`src/hw/rtl/ebnis_pkg.sv`:
```
// ----------------------------------------------------------------------------
// ebnis_pkg
// Types and constants shared by the interval set unit.
// ----------------------------------------------------------------------------
`default_nettype none
package ebnis_pkg;
    localparam int MAX_INTERVALS = 64;
    localparam int IDX_W = $clog2(MAX_INTERVALS);
    localparam int CNT_W = $clog2(MAX_INTERVALS + 1);

    localparam logic [1:0] OP_OBSERVE = 2'd0;
    localparam logic [1:0] OP_QUERY   = 2'd1;
    localparam logic [1:0] OP_CLEAR   = 2'd2;
    localparam logic [1:0] OP_UNUSED  = 2'd3;

    localparam logic [1:0] ST_OK      = 2'd0;
    localparam logic [1:0] ST_DOMAIN  = 2'd1;
    localparam logic [1:0] ST_FULL    = 2'd2;

    localparam logic [1:0] CFG_DLOW   = 2'd0;
    localparam logic [1:0] CFG_DHIGH  = 2'd1;
    localparam logic [1:0] CFG_RADIUS = 2'd2;

    typedef struct packed {
        logic [1:0]         opcode;
        logic signed [31:0] point;
    } t_in;

    typedef struct packed {
        logic [1:0]  status;
        logic        novel_flag;
        logic [6:0]  stored_intervals;
        logic [31:0] covered_length;
        logic        whole_domain_covered;
        logic [63:0] observation_total;
        logic [63:0] novel_total;
        logic [63:0] generation_total;
    } t_out;

    typedef struct packed {
        logic signed [31:0] lo;
        logic signed [31:0] hi;
    } t_ival;

    // Memory port bundle from the sequencer to the table.
    typedef struct packed {
        logic             re;
        logic [IDX_W-1:0] raddr;
        logic             we;
        logic [IDX_W-1:0] waddr;
        t_ival            wdata;
    } t_mem_req;

    typedef enum logic [3:0] {
        S_IDLE, S_SCAN, S_RUN, S_SHIFT_UP, S_SHIFT_DN, S_WRITE, S_DONE
    } t_state;
endpackage
`default_nettype wire

```
`src/hw/rtl/ebnis_table.sv`:
```
// ----------------------------------------------------------------------------
// ebnis_table
// Interval memory: one write port, one registered read port.
// ----------------------------------------------------------------------------
`default_nettype none
module ebnis_table (
    input  wire logic              i_clk,
    input  wire ebnis_pkg::t_mem_req i_req,
    output ebnis_pkg::t_ival       o_rdata
);
    ebnis_pkg::t_ival r_mem [ebnis_pkg::MAX_INTERVALS];

    always_ff @(posedge i_clk) begin
        if (i_req.we) begin
            r_mem[i_req.waddr] <= i_req.wdata;
        end
        if (i_req.re) begin
            o_rdata <= r_mem[i_req.raddr];
        end
    end
endmodule
`default_nettype wire

```
`config.mk`:
```
export PLATFORM = sky130hd
export DESIGN_NAME = ebnis_table
export DESIGN_NICKNAME = d
export VERILOG_FILES = /design/src/hw/rtl/ebnis_pkg.sv /design/src/hw/rtl/ebnis_table.sv
export SDC_FILE = /design/constraint.sdc
export NUM_CORES = 2
export LEC_CHECK = 0
export BUFFER_PORTS_ARGS = -buffer_cell sky130_fd_sc_hd__clkbuf_2
export CAP_MARGIN = 20
export CORE_MARGIN = 4
export CORE_UTILIZATION = 40
export CTS_BUF_LIST = sky130_fd_sc_hd__clkbuf_16
export DETAILED_ROUTE_END_ITERATION = 10
export PLACE_DENSITY_LB_ADDON = 0.3
export SLEW_MARGIN = 20
export SYNTH_ARGS = -nofsm -noshare
export SYNTH_HDL_FRONTEND = slang
export SYNTH_SLANG_ARGS = --single-unit
```
`constraint.sdc`:
```
create_clock -name i_clk -period 7.3 [get_ports i_clk]
set_input_delay 0.365 -clock i_clk [delete_from_list [all_inputs] [get_ports i_clk]]
set_output_delay 0.365 -clock i_clk [all_outputs]
set_load 0.02 [all_outputs]
```
**After elaboration in Yosys (flattened, before gate mapping)**

Memories as Yosys holds them, arrays and structs flattened. A register that Yosys moved wholly into a read port is not among the register bits.
Cells that the tools add are included.

- Bits in read-only memories: 0
- Memories kept: 1
- Output and inout port bits: 64
- Bits in latches: 0
- Input port bits: 79
- Logic and storage cells: 3
- Register bits after elaboration: 0
- RAM bits: 4096

Memories:

| name | depth | width | rd ports | clocked after Yosys merged registers in | write ports | RTL line | source |
|---|---|---|---|---|---|---|---|
| r_mem | 64 | 64 | 1 | 1 | 1 | ebnis_table.sv:11 | `ebnis_pkg::t_ival r_mem [ebnis_pkg::MAX_INTERVALS];` |

- Order comparisons: 0
- $add $sub $neg: 0
- Shift-type cells: 0
- Bitwise logic cells: 0
- Multiply operators: 0
- Reductions and logical operators: 0
- Equality and inequality tests: 0
- Divide/modulo/power cells: 0
- Muxes and demuxes: 2

Operator list:

| operator | number |
|---|---|
| 1-bit 2-to-1 mux | 2 |

**Longest topological paths before layout**

- Depth after elaboration: 2
- Gate-level depth with buffers: 9
- Depth with buffers taken out: 5

**Worst setup path after synthesis**

No wires, ideal clock.

- Path kind: input-to-reg
- Start: input i_req[67] in the netlist's numbering
- End: memory r_mem[48][0] in the netlist's numbering, enable pin
- Stages: 4
- Data required time: 6.736 ns
- Arrival: 5.237 ns
- Buffers on the path: 1
- Slack: 1.499 ns
- Library setup time: 0.564 ns
- Cell sequence: clkbuf_1 > nor2b_1 > nand4b_1 > nor3_1

RTL lines:

| element | RTL line | source |
|---|---|---|
| start, declared | ebnis_table.sv:8 | `input wire ebnis_pkg::t_mem_req i_req,` |
| end, declared | ebnis_table.sv:11 |  |

Straight into the memory's write port.

==> impl_results.md <==
* Status: completed
* Slowest cell on crit path: mux4_2
* Most common cell after layout, fill and taps aside: edfxtp_1
* Crit end category: flop
* Syn_area_per_cell at 23.8 um2
* Die W at 634 um
* PD cells at 277 mW/mm2
* Max VDD drop at 0.214 mV
* WL met3 at 37000 um
* Final ANT Viol Nets at 0
* Synthesized cell area at 0.157 mm2
* Clock-pin slew on the worst setup and hold paths at 0.06 ns
* Highest metal used: met5
* Worst min path class: in -> reg
* Core area at just under 0.4 mm2
* DP Wirelength at 228000 um
* Drt drc at 0
* Setup Viol. Count Final at 0
* Worst-margin pin slew at 1.19 ns
* Crit path largest cell delay at 0.58 ns
* Cell Rows at 229
* Synth Register Bits at 4160
* Setup Skew at around 0.035 ns
* Most frequent cells in the layout: edfxtp_1 (4160), mux4_2 (1024), clkbuf_16 (417), buf_4 (184), a22oi_1 (168)
* Final hold violations at 0
* DP Cell Count at 11800
* Syn Inst Count at 6598
* Die area at 0.403 mm2
* WS Path Type: in -> reg
* Netlist cell types at 32
* Routed wl met2 at 218000 um
* Most frequent CP cell: buf_12
* Startpoint Class: input pin
* Clock buffer depth at 4
* RSZ-0062 raised after global routing: no
* Syn Nets at around 6700
* IO Pins at 143
* GPL Wtd Cong at approximately 0.76
* Cts bufs inserted at 412
* Max-Cap Viols at 0
* Max Freq at about 340 MHz
* Skew-Pair Late Insertion Delay at 0.95 ns
* Nets at 7091
* Leakage at 55.3 nW
* Slew Viols, Final at 0
* Aggregate global-route resource usage at 21.8%
* CP Data Arrival Time at roughly 3.6 ns
* Period utilisation layout at 40.4%
* Buffers on Ports at 142
* GRT overflow at 0
* First-pass GRT wire length at 617000 um
* Initial DRC count at 10200
* Root buffer cell: clkbuf_16
* Met1 wire length at roughly 180000 um
* Fraction of layout cells with a size suffix above 1 at 27.9%
* Max H-tree Level at 5
* Chip height at 634 um
* Crit-path max FO at 86
* DR WL/cell at 35.4 um
* Initial Util at between 40% and 50%
* DRT Wirelength at 445000 um
* Layout area overhead at 13.7%
* Clock sinks at 4160
* Post-Layout Cell Count at 12600
* Max-slew headroom at 20.5%
* Initial antenna violation count at between 40 and 50
* Resize count post-CTS at 0
* CP cell instances: buf_12, buf_12, buf_12, mux4_2, mux2i_1, o22ai_1, a41oi_1, a211oi_1
* DR vias at about 76000
* Post-synthesis sequential area ratio at between 70% and 80%
* Via density at 6.04
* Synth warnings at 0
* TritonRoute pass-1 iters at 7
* Largest net degree at the start of global routing at 121
* CTS tree: built
* Final setup TNS at 0 ns
* Vias in the first global route at 76600
* Final min period at 2.95 ns
* Required @ worst endpoint at 7.94 ns
[worst max-delay path, delay by kind of cell]
kind / cells / cell delay [ns]
AOI/OAI and AO/OA: 3 / 0.56
muxes: 2 / 0.75
buffers and inverters: 3 / 1.30
[power breakdown]
| part | internal, mW | leakage, nW | switching, mW |
|---|---|---|---|
| logic | 0.817 | 11.1 | 1.44 |
| registers | 26.5 | 37.5 | 0.104 |
| clock network | 11.6 | 6.72 | 8.96 |
[area by class of cell]
type                            instances  area, um2
Antenna cell                           16       40.0
Timing Repair Buffer                  370       3050
Clock buffer                          417      10400
Tap cell                             5197       6500
Fill cell                           31800     212000
Clock inverter                        335       2630
Multi-Input combinational cell       2049      30800
Inverter                               19       71.3
Sequential cell                      4160     125000
[synth_stat cells]
cell type	count	area, um2
a211oi_1	63	473
a22o_1	88	771
a22oi_1	168	1260
a2bb2oi_1	19	166
a31o_1	1	8.76
a31oi_1	18	113
a41oi_1	26	228
and2_1	3	18.8
and3_1	64	400
buf_1	20	75.1
buf_2	170	851
buf_4	34	255
buf_6	6	67.6
clkbuf_1	140	526
edfxtp_1	4160	125000
inv_1	19	71.3
mux2i_1	135	1350
mux4_2	1024	23100
nand2_1	58	218
nand2b_1	11	68.8
nand3_1	45	225
nand3b_1	2	15.0
nand4_1	2	12.5
nand4b_1	1	8.76
nor2_1	112	420
nor2b_1	28	175
nor3_1	2	10.0
o221ai_1	38	333
o22ai_1	83	519
or2_2	28	175
or3_1	29	181
or3b_2	1	8.76
[registers in the layout (all words and copies together), names as in the netlist]
register	count
o_rdata	64
r_mem	4096
[final timing paths]
check                                from                      end  slack [ns]  cells after the start
setup / recovery                i_req[71]    o_rdata[25]$_DFFE_PP_        4.35                      8
hold / removal                  i_req[33]  r_mem[24][33]$_DFFE_PP_        0.06                      2
setup reg to reg  r_mem[13][30]$_DFFE_PP_    o_rdata[30]$_DFFE_PP_        4.99                      5
hold reg to reg   r_mem[44][42]$_DFFE_PP_    o_rdata[42]$_DFFE_PP_        0.91                      4
[cell families after synthesis]
logic type | count (synthesis) | share of synthesized area, %
AO/OA/AOI/OAI | 504 | 2.47
buffers and inverters | 389 | 1.18
AND/OR/NAND/NOR | 386 | 1.23
flip-flops | 4160 | 79.6
multiplexers | 1159 | 15.6
[repair_timing]
action,CTS,global route
buffers inserted,0,0
endpoints found under the hold margin,39,622
hold buffers,3,14
[metrics by stage]
step                hold slack [ns]  total power, mW  utilization, %  worst slack, ns  area (um2)
finish                       0.0597             49.5            45.8             4.35      178000
detailed placement            0.886             29.4            42.3             3.39      165000
global placement              0.894             29.3            42.3             3.44      165000
global route                 0.0605             50.9            45.8             4.21      178000
floorplan                     0.464             28.3               -             1.50      157000
CTS                         0.00338             49.8            45.7             4.45      178000
[metal layers]
metal / vias up / global-route usage (%)
li1: 29400 / -
met4: 8 / 6.65
met2: 3986 / 35.5
met1: 41700 / 30.4
met5: - / 0
met3: 771 / 3.70
Note: power is estimated with default switching activity, not from simulation.
